### src/rtl/core/gbn_pkg.sv
`default_nettype none

package gbn_pkg;

   localparam int SEQ_W   = 4;
   localparam int CNT_W   = 4;
   localparam int TYPE_W  = 2;
   localparam int TMR_W   = 2;
   localparam int CFG_W   = 4;

   localparam int WINDOW_DEF       = 8;
   localparam int PAYLOAD_BITS_DEF = 64;
   // 4-bit sequence numbers cover at most a window of eight
   localparam int SEQ_WIN_CAP      = 8;

   localparam logic [CFG_W-1:0] WINDOW_RESET = 4'd8;

   localparam logic [TYPE_W-1:0] REQ_SEND    = 2'd0;
   localparam logic [TYPE_W-1:0] REQ_ACK     = 2'd1;
   localparam logic [TYPE_W-1:0] REQ_TIMEOUT = 2'd2;

   localparam logic [TMR_W-1:0] TMR_NONE    = 2'd0;
   localparam logic [TMR_W-1:0] TMR_START   = 2'd1;
   localparam logic [TMR_W-1:0] TMR_STOP    = 2'd2;
   localparam logic [TMR_W-1:0] TMR_RESTART = 2'd3;

   typedef struct packed {
      logic exec;
      logic retx;
   } gbn_cmd_type;

   typedef struct packed {
      logic win_empty;
      logic retx_last;
   } gbn_sts_type;

endpackage

`default_nettype wire

### src/rtl/core/gbn_ctrl.sv
`default_nettype none

module gbn_ctrl
   import gbn_pkg::*;
(
   input  wire logic              clock,
   input  wire logic              reset,
   input  wire logic              start,
   input  wire logic [TYPE_W-1:0] req_type,
   input  var  gbn_sts_type       sts,
   output var  gbn_cmd_type       cmd,
   output wire logic              busy
);

   typedef enum logic [1:0] {
      ST_IDLE = 2'b01,
      ST_RETX = 2'b10
   } state_type;

   state_type state_ff;
   state_type state_in;

   always_comb begin
      state_in = state_ff;
      cmd      = '0;
      case (state_ff)
         ST_IDLE: begin
            if (start) begin
               cmd.exec = 1'b1;
               if (req_type == REQ_TIMEOUT && !sts.win_empty) begin
                  state_in = ST_RETX;
               end
            end
         end
         ST_RETX: begin
            cmd.retx = 1'b1;
            if (sts.retx_last) begin
               state_in = ST_IDLE;
            end
         end
         default: begin
            state_in = ST_IDLE;
         end
      endcase
   end

   always_ff @(posedge clock) begin
      if (reset) begin
         state_ff <= ST_IDLE;
      end else begin
         state_ff <= state_in;
      end
   end

   assign busy = (state_ff == ST_RETX);

endmodule

`default_nettype wire

### src/rtl/core/gbn_dpath.sv
`default_nettype none

module gbn_dpath
   import gbn_pkg::*;
#(
   parameter int WINDOW       = WINDOW_DEF,
   parameter int PAYLOAD_BITS = PAYLOAD_BITS_DEF
)(
   input  wire logic                    clock,
   input  wire logic                    reset,
   input  var  gbn_cmd_type             cmd,
   output var  gbn_sts_type             sts,
   input  wire logic [TYPE_W-1:0]       req_type,
   input  wire logic [PAYLOAD_BITS-1:0] req_payload,
   input  wire logic [SEQ_W-1:0]        req_ack_num,
   input  wire logic                    req_ack_checksum_ok,
   input  wire logic [SEQ_W-1:0]        req_timeout_seq,
   input  wire logic                    csr_wr_en,
   input  wire logic [CFG_W-1:0]        csr_wr_data,
   output wire logic                    rsp_valid,
   output wire logic                    rsp_accepted,
   output wire logic                    rsp_pkt_valid,
   output wire logic [SEQ_W-1:0]        rsp_pkt_seq,
   output wire logic [PAYLOAD_BITS-1:0] rsp_pkt_payload,
   output wire logic [TMR_W-1:0]        rsp_timer_cmd,
   output wire logic [SEQ_W-1:0]        rsp_timer_seq,
   output wire logic [CNT_W-1:0]        rsp_window_count,
   output wire logic                    rsp_last
);

   localparam int WinCap = (WINDOW > SEQ_WIN_CAP) ? SEQ_WIN_CAP : WINDOW;
   localparam int IdxW   = (WinCap > 1) ? $clog2(WinCap) : 1;
   localparam logic [CNT_W-1:0] WinCapC = CNT_W'(WinCap);

   logic [CFG_W-1:0]        win_ff;
   logic [SEQ_W-1:0]        base_ff, base_in;
   logic [SEQ_W-1:0]        next_ff, next_in;
   logic [CNT_W-1:0]        outst_ff, outst_in;
   logic [IdxW-1:0]         idx_ff, idx_in;
   logic [SEQ_W-1:0]        tos_ff, tos_in;
   logic [PAYLOAD_BITS-1:0] store_ff [WinCap];

   logic                    rsp_valid_ff, rsp_valid_in;
   logic                    rsp_accepted_ff, rsp_accepted_in;
   logic                    rsp_pkt_valid_ff, rsp_pkt_valid_in;
   logic [SEQ_W-1:0]        rsp_pkt_seq_ff, rsp_pkt_seq_in;
   logic [PAYLOAD_BITS-1:0] rsp_pkt_payload_ff, rsp_pkt_payload_in;
   logic [TMR_W-1:0]        rsp_timer_cmd_ff, rsp_timer_cmd_in;
   logic [SEQ_W-1:0]        rsp_timer_seq_ff, rsp_timer_seq_in;
   logic [CNT_W-1:0]        rsp_window_count_ff, rsp_window_count_in;
   logic                    rsp_last_ff, rsp_last_in;

   logic [CNT_W-1:0]        eff_w;
   logic [SEQ_W:0]          mod_m;
   logic                    full;
   logic [SEQ_W:0]          next_inc;
   logic [SEQ_W-1:0]        next_wrap;
   logic [IdxW-1:0]         send_slot;
   logic                    store_we;
   logic [SEQ_W:0]          ack_inc;
   logic [SEQ_W-1:0]        ack_a1;
   logic [SEQ_W:0]          ack_dist;
   logic                    ack_hit;
   logic [CNT_W-1:0]        ack_outst;
   logic [SEQ_W:0]          retx_sum;
   logic [SEQ_W-1:0]        retx_seq;
   logic [IdxW-1:0]         retx_slot;
   logic [CNT_W-1:0]        idx_next;

   // effective window and sequence modulus
   always_comb begin
      if (win_ff == '0) begin
         eff_w = CNT_W'(1);
      end else if (win_ff > WinCapC) begin
         eff_w = WinCapC;
      end else begin
         eff_w = win_ff;
      end
   end

   assign mod_m = {eff_w, 1'b0};
   assign full  = (outst_ff >= eff_w);

   // send path
   assign next_inc  = {1'b0, next_ff} + (SEQ_W+1)'(1);
   assign next_wrap = (next_inc == mod_m) ? '0 : next_inc[SEQ_W-1:0];
   assign send_slot = (next_ff >= eff_w) ? IdxW'(next_ff - eff_w) : IdxW'(next_ff);

   // ack path
   assign ack_inc  = {1'b0, req_ack_num} + (SEQ_W+1)'(1);
   assign ack_a1   = (ack_inc == mod_m) ? '0 : ack_inc[SEQ_W-1:0];
   assign ack_dist = (ack_a1 >= base_ff) ? ({1'b0, ack_a1} - {1'b0, base_ff})
                                         : ({1'b0, ack_a1} + mod_m - {1'b0, base_ff});
   assign ack_hit  = ({1'b0, req_ack_num} < mod_m) && (ack_dist <= {1'b0, outst_ff});
   assign ack_outst = ack_hit ? (outst_ff - ack_dist[CNT_W-1:0]) : outst_ff;

   // retransmission path
   assign retx_sum  = {1'b0, base_ff} + (SEQ_W+1)'(idx_ff);
   assign retx_seq  = (retx_sum >= mod_m) ? SEQ_W'(retx_sum - mod_m) : retx_sum[SEQ_W-1:0];
   assign retx_slot = (retx_seq >= eff_w) ? IdxW'(retx_seq - eff_w) : IdxW'(retx_seq);
   assign idx_next  = CNT_W'(idx_ff) + CNT_W'(1);

   assign sts.win_empty = (outst_ff == '0);
   assign sts.retx_last = (idx_next == outst_ff);

   always_comb begin
      base_in  = base_ff;
      next_in  = next_ff;
      outst_in = outst_ff;
      idx_in   = idx_ff;
      tos_in   = tos_ff;
      store_we = 1'b0;

      rsp_valid_in        = 1'b0;
      rsp_accepted_in     = 1'b0;
      rsp_pkt_valid_in    = 1'b0;
      rsp_pkt_seq_in      = '0;
      rsp_pkt_payload_in  = '0;
      rsp_timer_cmd_in    = TMR_NONE;
      rsp_timer_seq_in    = '0;
      rsp_window_count_in = outst_ff;
      rsp_last_in         = 1'b1;

      if (cmd.exec) begin
         rsp_valid_in = 1'b1;
         case (req_type)
            REQ_SEND: begin
               if (!full) begin
                  store_we            = 1'b1;
                  next_in             = next_wrap;
                  outst_in            = outst_ff + CNT_W'(1);
                  rsp_accepted_in     = 1'b1;
                  rsp_pkt_valid_in    = 1'b1;
                  rsp_pkt_seq_in      = next_ff;
                  rsp_pkt_payload_in  = req_payload;
                  rsp_window_count_in = outst_ff + CNT_W'(1);
                  if (outst_ff == '0) begin
                     rsp_timer_cmd_in = TMR_START;
                     rsp_timer_seq_in = base_ff;
                  end
               end
            end
            REQ_ACK: begin
               if (req_ack_checksum_ok) begin
                  if (ack_hit) begin
                     base_in  = ack_a1;
                     outst_in = ack_outst;
                  end
                  rsp_window_count_in = ack_outst;
                  if (ack_outst == '0) begin
                     rsp_timer_cmd_in = TMR_STOP;
                     rsp_timer_seq_in = base_ff;
                  end else begin
                     rsp_timer_cmd_in = TMR_RESTART;
                     rsp_timer_seq_in = ack_hit ? ack_a1 : base_ff;
                  end
               end
            end
            REQ_TIMEOUT: begin
               idx_in = '0;
               tos_in = req_timeout_seq;
               if (outst_ff == '0) begin
                  rsp_timer_cmd_in = TMR_RESTART;
                  rsp_timer_seq_in = req_timeout_seq;
               end else begin
                  rsp_valid_in = 1'b0;
               end
            end
            default: begin
            end
         endcase
      end else if (cmd.retx) begin
         idx_in             = idx_ff + IdxW'(1);
         rsp_valid_in       = 1'b1;
         rsp_pkt_valid_in   = 1'b1;
         rsp_pkt_seq_in     = retx_seq;
         rsp_pkt_payload_in = store_ff[retx_slot];
         rsp_last_in        = sts.retx_last;
         if (idx_ff == '0) begin
            rsp_timer_cmd_in = TMR_RESTART;
            rsp_timer_seq_in = tos_ff;
         end
      end

      if (csr_wr_en) begin
         base_in  = '0;
         next_in  = '0;
         outst_in = '0;
      end
   end

   always_ff @(posedge clock) begin
      if (reset) begin
         win_ff       <= WINDOW_RESET;
         base_ff      <= '0;
         next_ff      <= '0;
         outst_ff     <= '0;
         idx_ff       <= '0;
         rsp_valid_ff <= 1'b0;
      end else begin
         if (csr_wr_en) begin
            win_ff <= csr_wr_data;
         end
         base_ff      <= base_in;
         next_ff      <= next_in;
         outst_ff     <= outst_in;
         idx_ff       <= idx_in;
         rsp_valid_ff <= rsp_valid_in;
      end
   end

   always_ff @(posedge clock) begin
      tos_ff              <= tos_in;
      rsp_accepted_ff     <= rsp_accepted_in;
      rsp_pkt_valid_ff    <= rsp_pkt_valid_in;
      rsp_pkt_seq_ff      <= rsp_pkt_seq_in;
      rsp_pkt_payload_ff  <= rsp_pkt_payload_in;
      rsp_timer_cmd_ff    <= rsp_timer_cmd_in;
      rsp_timer_seq_ff    <= rsp_timer_seq_in;
      rsp_window_count_ff <= rsp_window_count_in;
      rsp_last_ff         <= rsp_last_in;
      if (store_we) begin
         store_ff[send_slot] <= req_payload;
      end
   end

   assign rsp_valid        = rsp_valid_ff;
   assign rsp_accepted     = rsp_accepted_ff;
   assign rsp_pkt_valid    = rsp_pkt_valid_ff;
   assign rsp_pkt_seq      = rsp_pkt_seq_ff;
   assign rsp_pkt_payload  = rsp_pkt_payload_ff;
   assign rsp_timer_cmd    = rsp_timer_cmd_ff;
   assign rsp_timer_seq    = rsp_timer_seq_ff;
   assign rsp_window_count = rsp_window_count_ff;
   assign rsp_last         = rsp_last_ff;

endmodule

`default_nettype wire

### src/rtl/core/go_back_n_sender_window.sv
// Every result is registered and appears in the cycle after the cycle that produces it.
// Send, ack and other requests: one result each; a new start is taken every cycle while not busy.
// Timeout with N packets outstanding: busy while it resends them, one retransmitted packet per
// cycle from the payload buffer, taking no new start until done; N <= effective window size.
// Results cannot be stalled by the receiver. Synchronous reset empties the window
// and sets window_size to 8; a window_size write also empties the window.
`default_nettype none

module go_back_n_sender_window
   import gbn_pkg::*;
#(
   parameter int WINDOW       = WINDOW_DEF,
   parameter int PAYLOAD_BITS = PAYLOAD_BITS_DEF
)(
   input  wire logic                    clock,
   input  wire logic                    reset,
   input  wire logic                    start,
   output wire logic                    busy,
   input  wire logic [TYPE_W-1:0]       req_type,
   input  wire logic [PAYLOAD_BITS-1:0] req_payload,
   input  wire logic [SEQ_W-1:0]        req_ack_num,
   input  wire logic                    req_ack_checksum_ok,
   input  wire logic [SEQ_W-1:0]        req_timeout_seq,
   input  wire logic                    csr_wr_en,
   input  wire logic [CFG_W-1:0]        csr_wr_data,
   output wire logic                    rsp_valid,
   output wire logic                    rsp_accepted,
   output wire logic                    rsp_pkt_valid,
   output wire logic [SEQ_W-1:0]        rsp_pkt_seq,
   output wire logic [PAYLOAD_BITS-1:0] rsp_pkt_payload,
   output wire logic [TMR_W-1:0]        rsp_timer_cmd,
   output wire logic [SEQ_W-1:0]        rsp_timer_seq,
   output wire logic [CNT_W-1:0]        rsp_window_count,
   output wire logic                    rsp_last
);

   gbn_cmd_type cmd;
   gbn_sts_type sts;

   gbn_ctrl u_ctrl (
      .clock    (clock),
      .reset    (reset),
      .start    (start),
      .req_type (req_type),
      .sts      (sts),
      .cmd      (cmd),
      .busy     (busy)
   );

   gbn_dpath #(
      .WINDOW       (WINDOW),
      .PAYLOAD_BITS (PAYLOAD_BITS)
   ) u_dpath (
      .clock               (clock),
      .reset               (reset),
      .cmd                 (cmd),
      .sts                 (sts),
      .req_type            (req_type),
      .req_payload         (req_payload),
      .req_ack_num         (req_ack_num),
      .req_ack_checksum_ok (req_ack_checksum_ok),
      .req_timeout_seq     (req_timeout_seq),
      .csr_wr_en           (csr_wr_en),
      .csr_wr_data         (csr_wr_data),
      .rsp_valid           (rsp_valid),
      .rsp_accepted        (rsp_accepted),
      .rsp_pkt_valid       (rsp_pkt_valid),
      .rsp_pkt_seq         (rsp_pkt_seq),
      .rsp_pkt_payload     (rsp_pkt_payload),
      .rsp_timer_cmd       (rsp_timer_cmd),
      .rsp_timer_seq       (rsp_timer_seq),
      .rsp_window_count    (rsp_window_count),
      .rsp_last            (rsp_last)
   );

`ifndef SYNTHESIS
   a_single_rsp: assert property (@(posedge clock) disable iff (reset)
      (start && !busy && req_type != REQ_TIMEOUT) |=> rsp_valid)
      else $error("no result after single-result request");

   a_retx_emits: assert property (@(posedge clock) disable iff (reset)
      busy |=> (rsp_valid && rsp_pkt_valid))
      else $error("retransmit cycle without packet");

   a_not_last_busy: assert property (@(posedge clock) disable iff (reset)
      (rsp_valid && !rsp_last) |-> busy)
      else $error("non-final result while controller idle");

   a_accept_pkt: assert property (@(posedge clock) disable iff (reset)
      (rsp_valid && rsp_accepted) |-> (rsp_pkt_valid && rsp_last))
      else $error("accepted send without packet");
`endif

endmodule

`default_nettype wire

### config.mk
export PLATFORM = sky130hd
export DESIGN_NAME = go_back_n_sender_window
export DESIGN_NICKNAME = d
export VERILOG_FILES = /design/src/rtl/core/gbn_pkg.sv /design/src/rtl/core/gbn_ctrl.sv /design/src/rtl/core/gbn_dpath.sv /design/src/rtl/core/go_back_n_sender_window.sv
export SDC_FILE = /design/constraint.sdc
export NUM_CORES = 1
export LEC_CHECK = 0
export BUFFER_PORTS_ARGS = -buffer_cell sky130_fd_sc_hd__buf_2
export CAP_MARGIN = 0
export CELL_PAD_IN_SITES_DETAIL_PLACEMENT = 0
export CELL_PAD_IN_SITES_GLOBAL_PLACEMENT = 1
export CORE_MARGIN = 3
export CORE_UTILIZATION = 25
export DETAILED_ROUTE_END_ITERATION = 6
export PLACE_DENSITY_LB_ADDON = 0.25
export SLEW_MARGIN = 10
export SYNTH_ARGS = -nofsm -noshare
export SYNTH_HDL_FRONTEND = slang
export SYNTH_SLANG_ARGS = --single-unit
export TNS_END_PERCENT = 20
### constraint.sdc
create_clock -name clock -period 17.8 [get_ports clock]
set_input_delay 0.89 -clock clock [delete_from_list [all_inputs] [get_ports clock]]
set_output_delay 0.89 -clock clock [all_outputs]
set_load 0.01 [all_outputs]
==> results, run 1 <==
- By instance count, the cell type seen most on the critical path is fa_1.
- The endpoint of the worst register-to-register path is u_dpath.rsp_pkt_payload[47]$_DFF_P_.
- Counting flops and latches in the post-synthesis netlist gives around 620.
- The clock transition at the register clock pins on the worst setup and hold paths after CTS is about 0.06 ns.
- Walking the worst path, the cells encountered are ha_1, fa_1, xnor2_1, fa_1, nor2b_2, a21oi_4, o31ai_2, inv_1, fa_1, a21boi_4, o21ai_4, nor2_2, a21oi_4, buf_4, buf_4, mux4_2, a221o_1.
- The maximum number of pins on one net before global-route repair is 146.
- Setup repair after global routing left no endpoint under its margin.
- The synthesis-to-layout area growth is 18.6%.
- The number of antenna violations at the first check in global routing is 12.
- Yosys printed 0 warnings.
- Of the synthesized area, sequential elements account for 71.1%.
- The path with the worst hold slack has its endpoint at u_dpath.tos_ff[0]$_DFFE_PP_.
- The storage element area is 17,600 µm².
- The hold-critical path depth is 1.
- The sequential share of power is about 48%.
- The starting density of the core is 25.4%.
- Hold is met by ~0.46 ns.
- Internal power comes to 2.56 mW.
- The wire length of the first global-routing pass is 95,500 µm.
- The number of instances resized during post-cts repair is 0.
- At the end of routability-driven placement, the weighted congestion stood at 0.762.
- The worst path meets setup with 11.18 ns of slack.
- Before CTS, the worst setup slack after placement is 10.96 ns.
- The number of nets in the synthesized netlist is 1,569.
- The highest cell delay on the worst timing path is 0.72 ns.
- The smallest clock period supported by the final layout is computed as 6.62 ns.
- The setup fix buffers added after clock tree synthesis is 0.
- Buffers inserted to repair hold after CTS numbered 0.
- The fraction of synthesis flops using an asynchronous set or reset pin is 0%.
- The number of endpoints with negative hold slack in the final report is 0.
- The analysis attributes to net switching a power of 0.772 mW.
- Each instance of the synthesized netlist takes up on average 17.2 µm².
- The worst max-slew margin expressed relative to the limit is 15.2%.
- For the final database, setup skew stands at 0.0392 ns.
- The mean number of vias per cell is 4.46.
- Among all stages on the critical path, the largest delay is contributed by a21oi_4.
- The leakage power is 9.84 nW.
- The filler cells instantiated in the layout total 9,633.
- For this block, wires on met1 add up to 29,200 µm.
- The endpoint kind of the worst setup timing path is a register.
- The type of element launching the critical path is a register.
- The amount of wire on met3 after detailed routing is 3170 µm.
- The cell chosen for the clock root is clkbuf_16.
- The share of total power in the clock network is 43.9%.
- The class of the most critical hold timing path is primary input to register.
- Across all layers, the routed design uses between 10k and 15k vias.
- In this run the power density over the cells is ~110 nW/µm².
- Among all flip-flop cells after synthesis, the most frequent one is edfxtp_1.
- The clock tree from TritonCTS is done.
- The proportion of layout cells with a drive suffix above 1 is 26.8%.
- The run finished with clean final reports.
- Ranked by flip-flop count, first place goes to u_dpath.store_ff.
- For this run, the total global-route usage over all layers was measured as 12.6%.
- The via count of the first global-routing pass was 14.2k.
- The count of different cell masters after synthesis is 71.
- The final period utilization is 37.2%.
- In the final layout, the multi-input gates occupy around 6600 µm².
- Data on the critical path arrives at its endpoint at 7.12 ns.
- In this run the horizontal extent of the chip is around 320 µm.
- The data required time of the worst path is 18.30 ns.
- The sum of routed wire length over all layers is 64,900 µm.
- The core box area is slightly below 100,000 µm².
- The height of the die is 320 µm.
- For the worst flop-to-flop path, the logic depth is 17.
- The source of the worst hold timing path is req_timeout_seq[0].
- Once layout is complete, the cells apart from fillers number 2,974.
- In this run the number of H-tree levels came out at 3.
- The first routing iteration left 943 violations.
- The die covers 103,000 µm².
- The worst-skew pair later-pin latency is 0.63 ns.
- The final net count is 1,765.
- The HPWL after detailed placement is 36,000 µm.
- The start-to-end type of the worst setup path is register to register.
- The reg-to-reg critical path startpoint is u_dpath.idx_ff[0]$_SDFFE_PP0P_.
- Summed over all failing endpoints, the final setup total negative slack is 0 ns.
- The number of I/O pins is 166.
- The total clock buffers created by CTS is 72.
- The cell area that synthesis handed to floorplanning was 24,700 µm².
- The final number of max-transition violations is 0.
- After detailed placement, the design holds a cell count of ~2.8k.
- The number of flip-flops under the largest register name is 512.
- In the detailed route, the total length drawn on met2 is 30,900 µm.
- The number of failing setup endpoints in the final timing report is 0.
- The final routed wire length divided by cell count is ~22 µm.
- IR analysis of the VDD net gives a maximum drop of 0.0609 mV.
- The post-synthesis instance total is roughly 1.4k.
- Once detail routing completed, the nets flagged for antenna violations numbered 0.
- For this run, the top clock speed supported by timing is 151 MHz.
- The CTS sink count is 619.
- The floorplan has 114 rows.
- The setup check on the worst reg-to-reg path leaves a slack of roughly 11 ns.
- The pre-antenna-repair detailed-routing pass consisted of 5 iterations.
- For the pin with the worst max-slew slack, the measured transition is 1.27 ns.
- The highest signal layer in the routed design is met5.
- The number of port buffers is ~170.
- The total overflow left after global routing is 0.
- The tool flagged a number of max-cap violations equal to 0.
- The largest driver fanout on the critical path is 29.
- The synthesized design contains 516 enable-type register cells.
- The longest clock path from root to sink contains 3 buffers.
- Per report_power, the combinational group accounts for 8.5% of the total.
- The number of remaining DRC errors is 0.
- Net switching is ~23% of the power.
## power groups by stage
| stage | clock network (mW) | logic [mW] | registers [mW] |
|---|---|---|---|
| 4_1_cts | 1.52 | 0.289 | 1.59 |
| 3_3_place_gp | 0 | 0.285 | 1.62 |
| 6_report | 1.46 | 0.282 | 1.59 |
| 5_1_grt | 1.57 | 0.311 | 1.59 |
| 2_1_floorplan | 0 | 0.211 | 1.62 |
| 3_5_place_dp | 0 | 0.288 | 1.62 |
## routing by layer
| layer | global-route usage (%) | vias up |
|---|---|---|
| li1 | - | 6056 |
| met3 | 3.02 | 112 |
| met1 | 16.5 | 6811 |
| met4 | 3.43 | 2 |
| met2 | 20.8 | 297 |
| met5 | 0 | - |
## critical path: cells and delay by family (launching register included)
family / cells / cell delay [ns]
xor gates and xnor gates: 1 / 0.46
AOI/OAI and AO/OA: 6 / 1.89
DFF: 1 / 0.37
and+or+nand+nor: 2 / 0.30
adders and majority gates: 4 / 1.41
buffers and inverters: 3 / 1.43
muxes: 1 / 0.58
## kinds of logic (layout without fill, tap and decap cells)
kind of cell	count (synthesis)	count (layout)	synth area share (%)
xor+xnor	23	23	0.816
other cells	0	9	0
compound gates	235	235	6.94
simple gates	198	198	3.75
buf+inv	103	357	2.53
mux	206	206	12.0
fa+ha+maj	51	51	2.89
flops	619	619	71.1
## layout by cell type (no fill, tap or decap), types with 5 or more instances in the layout
cell type,instances
edfxtp_1,516
buf_2,165
dfxtp_1,103
nand2_1,97
clkbuf_16,73
mux2i_1,72
mux4_2,64
a221o_1,64
o21ai_1,61
mux2_2,60
ha_1,41
a21oi_1,37
inv_1,37
nor2_1,28
buf_4,21
o21ai_0,19
clkbuf_1,18
nand3_1,16
xnor2_1,14
clkinv_2,11
fa_1,10
diode_2,9
xor2_1,9
mux2_1,9
nand2b_1,8
nor2_4,8
a21o_1,8
clkinv_1,8
clkbuf_8,7
a22o_1,5
## worst max path at each step
stage,from,to,slack (ns),cells after the start
after floorplan,u_dpath.win_ff[2]$_SDFFE_PP0P_,u_dpath.store_ff[7][0]$_DFFE_PP_,10.15,12
after global placement,u_dpath.idx_ff[0]$_SDFFE_PP0P_,u_dpath.rsp_pkt_payload[45]$_DFF_P_,11.14,18
after detailed placement,u_dpath.idx_ff[0]$_SDFFE_PP0P_,u_dpath.rsp_pkt_payload[13]$_DFF_P_,10.96,17
after CTS,u_dpath.idx_ff[0]$_SDFFE_PP0P_,u_dpath.rsp_pkt_payload[11]$_DFF_P_,10.94,17
after global routing,u_dpath.idx_ff[0]$_SDFFE_PP0P_,u_dpath.rsp_pkt_payload[47]$_DFF_P_,10.61,17
final,u_dpath.idx_ff[0]$_SDFFE_PP0P_,u_dpath.rsp_pkt_payload[47]$_DFF_P_,11.18,17
## synth_stat cells, types with 4 or more instances
cell / instances / area share, %
ha_1: 41 / 2.1
a21oi_1: 37 / 0.75
or2_2: 4 / 0.10
mux4_2: 64 / 5.8
o211ai_1: 4 / 0.12
buf_12: 5 / 0.41
and3_1: 4 / 0.10
inv_1: 37 / 0.56
nand2_1: 97 / 1.5
a221o_1: 64 / 2.6
edfxtp_1: 516 / 63
a21o_1: 8 / 0.24
buf_6: 10 / 0.46
dfxtp_1: 103 / 8.3
xnor2_1: 14 / 0.50
nand4_1: 4 / 0.10
nor4_1: 4 / 0.10
mux2i_1: 72 / 2.9
nand3_1: 16 / 0.32
a22o_1: 5 / 0.18
xor2_1: 9 / 0.32
o21ai_1: 61 / 1.2
buf_4: 14 / 0.43
fa_1: 10 / 0.81
buf_2: 14 / 0.28
nor3_1: 5 / 0.10
nor2b_1: 4 / 0.10
mux2_1: 9 / 0.41
clkbuf_1: 21 / 0.32
mux2_2: 60 / 2.7
nand2b_1: 8 / 0.20
nor2_1: 34 / 0.52
o21ai_0: 19 / 0.39
## final cells by class
type / instances / area share [%]
Antenna cell: 9 / 0.0769
Clock buffer: 98 / 6.79
Clock inverter: 34 / 1.29
Inverter: 38 / 0.487
Multi-Input combinational cell: 713 / 22.6
Sequential cell: 619 / 59.9
Tap cell: 1276 / 5.45
Timing Repair Buffer: 187 / 3.42
## per-stage QoR
| step | total power [mW] | instance area, µm² | utilization, % |
|---|---|---|---|
| 4_1_cts | 3.39 | 29300 | 30.1 |
| 3_3_place_gp | 1.90 | 26900 | 27.7 |
| 3_5_place_dp | 1.91 | 26900 | 27.7 |
| 5_1_grt | 3.47 | 29300 | 30.1 |
| 6_report | 3.33 | 29300 | 30.1 |
| 2_1_floorplan | 1.83 | 24700 | - |
No activity file was read; power rests on OpenSTA's default activity.
==> run 2, diff against run 1 <==
Clock period 17.8 ns to 6.5 ns, I/O delays scaled along.
==> results, run 2 (same netlist as run 1, synthesis figures left out) <==
- The worst slack at placement is 1.24 ns (-9.72 ns).
- The clock transition at the register clock pins on the worst setup and hold paths after CTS is 0.06 ns (about the same).
- The final worst-path setup slack is 1.26 ns (-9.92 ns).
- The worst-skew pair later-pin latency is 0.62 ns (about the same).
- The total clock buffers created by CTS is 72 (unchanged).
- The critical path is of the register to register type.
- The maximum number of pins on one net before global-route repair is 72 (-51%).
- The data required time of the worst path came to 6.99 ns (-11.31 ns).
- The number of endpoints with negative hold slack in the final report is 0 (unchanged).
- The core box area is 97,300 µm² (unchanged).
- The number of failing setup endpoints in the final timing report is 0 (unchanged).
- The height of the die was 320 µm (unchanged).
- The data arrival at the endpoint of the critical path is 5.73 ns (-1.39 ns).
- The final number of max-transition violations is 0 (unchanged).
- The class of the most critical hold timing path is primary input to register.
- The mean number of vias per cell is 4.45 (-0.30%).
- The via count of the first global-routing pass is 14.5k (+1.8%).
- The worst setup path is captured at a register.
- The final instance count without filler cells is 3,048 (+2.5%).
- The starting density of the core came to 25.4% (unchanged).
- The number of flip-flops under the largest register name is 512 (unchanged).
- The sum of routed wire length over all layers is 64,200 µm (-1.1%).
- The number of instances in the placed design is 2,841 (+0.28%).
- The setup fix buffers added after clock tree synthesis was 0 (unchanged).
- The H-tree depth is 3 (unchanged).
- In the layout the commonest cells are edfxtp_1 (516), buf_2 (165), dfxtp_1 (103).
- The synthesis-to-layout area growth is 22.3%.
- The flow ran to the end, and the final reports show no timing, DRC or antenna violations.
- The die boundary width is 320 µm (unchanged).
- The final weighted congestion of routability-driven global placement is 0.790 (+3.6%).
- The number of antenna violations at the first check in global routing is 7 (-5).
- The leakage power was 10.2 nW (+4.0%).
- The number of remaining DRC errors is 0 (unchanged).
- The worst clock skew on the final layout is 0.0304 ns (-0.00879 ns).
- The storage element area was 17,600 µm² (unchanged).
- The count of fill cells added during filler insertion is 9,572 (-0.63%).
- The sequential share of power is 47.5% (-0.2 points).
- The residual overflow from global routing is 0 (unchanged).
- The worst supply voltage drop on vdd is 0.171 mV (+180%).
- The proportion of layout cells with a drive suffix above 1 is 26.2% (-0.53 points).
- The count of TritonRoute iterations in the first routing pass is 5 (unchanged).
- The final routed wire length divided by cell count is 21.1 µm (-3.5%).
- Setup repair after global routing left no endpoint under its margin.
- The violation count after the first detailed-routing iteration is 912 (-3.3%).
- The number of I/O pins was 166 (unchanged).
- The overall die area is 103,000 µm² (unchanged).
- The final net count is 1,843 (+4.4%).
- The transition time at the pin with the least slew margin is 0.959 ns (-0.314 ns).
- The post-route minimum period was 5.24 ns (-1.38 ns).
- The final hold slack was 0.0561 ns (-0.403 ns).
- The internal power came to 7.04 mW (+170%).
- Ranked by flip-flop count, first place goes to u_dpath.store_ff.
- The number of routed nets with antenna violations was 0 (unchanged).
- The clock tree from TritonCTS is done.
- The share of total power in the clock network came to 43.6% (-0.3 points).
- The number of port buffers is 165 (unchanged).
- The count of maximum capacitance violations is 0 (unchanged).
- The final period utilization is 80.6% (+43 points).
- The number of rows in the core area is 114 (unchanged).
- The power per standard cell area was 303 nW/µm² (+170%).
- The highest attainable clock frequency is 191 MHz (+26%).
- The wire length of the first global-routing pass was 95,100 µm (-0.40%).
- The all-layer global routing usage is 12.4% (-0.14 points).
- The HPWL after detailed placement is 35,800 µm (-0.61%).
- The largest driver fanout on the critical path was 22 (-24%).
- The share of total power in combinational logic was 8.9% (+0.4 points).
- The tree is rooted in a clkbuf_16.
- The worst max-slew margin expressed relative to the limit is 35.8% (+21 points).
- The CTS sink count came to 619 (unchanged).
- The library cell used most frequently in the layout, excluding fill and tap cells, is edfxtp_1.
- The maximum clock path buffer count is 3 (unchanged).
- The switching power is 2.12 mW (+170%).
- The type of element launching the critical path is a register.
- The area used by multi-input combinational logic is 6610 µm² (about the same).
- The fraction of power spent switching nets is 23.1% (about the same).
- The via count came to 13.6k (+2.2%).
==> run 2: changes by cell type in the layout (fill, tap and decap cells not counted), moves of 5 or more <==
cell	delta
buf_4	-5
diode_2	-6
buf_12	+13
dlygate4sd3_1	+70
clkinv_1	-5
==> run 2: power by group through the flow <==
stage | sequential (mW) | clock [mW] | combinational (mW)
6_report | 4.35 | 4.00 | 0.815
5_1_grt | 4.35 | 4.30 | 0.893
4_1_cts | 4.35 | 4.13 | 0.834
3_5_place_dp | 4.43 | 0 | 0.793
3_3_place_gp | 4.43 | 0 | 0.788
2_1_floorplan | 4.44 | 0 | 0.578
==> run 2: final cells by class <==
class                           count  area share, %
Tap cell                         1276           5.28
Inverter                           38          0.472
Clock inverter                     34           1.28
Timing Repair Buffer              265           6.38
Antenna cell                        3         0.0248
Multi-Input combinational cell    713           21.9
Sequential cell                   619           58.1
Clock buffer                      100           6.58
==> run 2: what timing repair did <==
action | CTS | global route
setup endpoints to repair | 0 | 0
gates resized for setup | 0 | 0
hold endpoints to repair | 507 | 0
hold buffers | 70 | 0
==> run 2: critical path, cell delays in order, from the launching register on <==
cell,delay [ns]
dfxtp_1,0.37
ha_1,0.25
fa_1,0.40
xnor2_1,0.45
fa_1,0.30
nor2b_2,0.22
a21oi_4,0.09
o31ai_2,0.33
inv_1,0.14
fa_1,0.44
a21boi_4,0.17
o21ai_4,0.24
nor2_2,0.07
a21oi_4,0.19
buf_4,0.50
mux4_2,0.57
a221o_1,0.36
==> run 2: through the flow <==
step / util [%] / power (mW) / TNS, ns / cell area [µm²]
after detailed placement: 27.9 / 5.23 / 0 / 27100
final: 31.1 / 9.16 / 0 / 30200
after floorplan: - / 5.02 / -56.26 / 24700
after global placement: 27.9 / 5.22 / 0 / 27100
after global routing: 31.1 / 9.54 / 0 / 30200
after CTS: 31.1 / 9.31 / 0 / 30200
==> run 2: worst paths after layout <==
path | start | to | slack [ns] | cells after the start
worst max register to register | u_dpath.idx_ff[0]$_SDFFE_PP0P_ | u_dpath.rsp_pkt_payload[45]$_DFF_P_ | 1.26 | 16
worst max-delay path | u_dpath.idx_ff[0]$_SDFFE_PP0P_ | u_dpath.rsp_pkt_payload[45]$_DFF_P_ | 1.26 | 16
worst min-delay path | req_payload[45] | u_dpath.store_ff[3][45]$_DFFE_PP_ | 0.06 | 1
worst min register to register | u_dpath.tos_ff[2]$_DFFE_PP_ | u_dpath.rsp_timer_seq[2]$_DFF_P_ | 0.49 | 2
==> run 2: metal layers <==
layer  vias up  GRT usage (%)  routed length (µm)
li1       6214              -                   -
met1      6948           16.7               29100
met2       304           20.4               30600
met3        94           2.68                3090
met4         8           3.09                1270
met5         -              0                  52
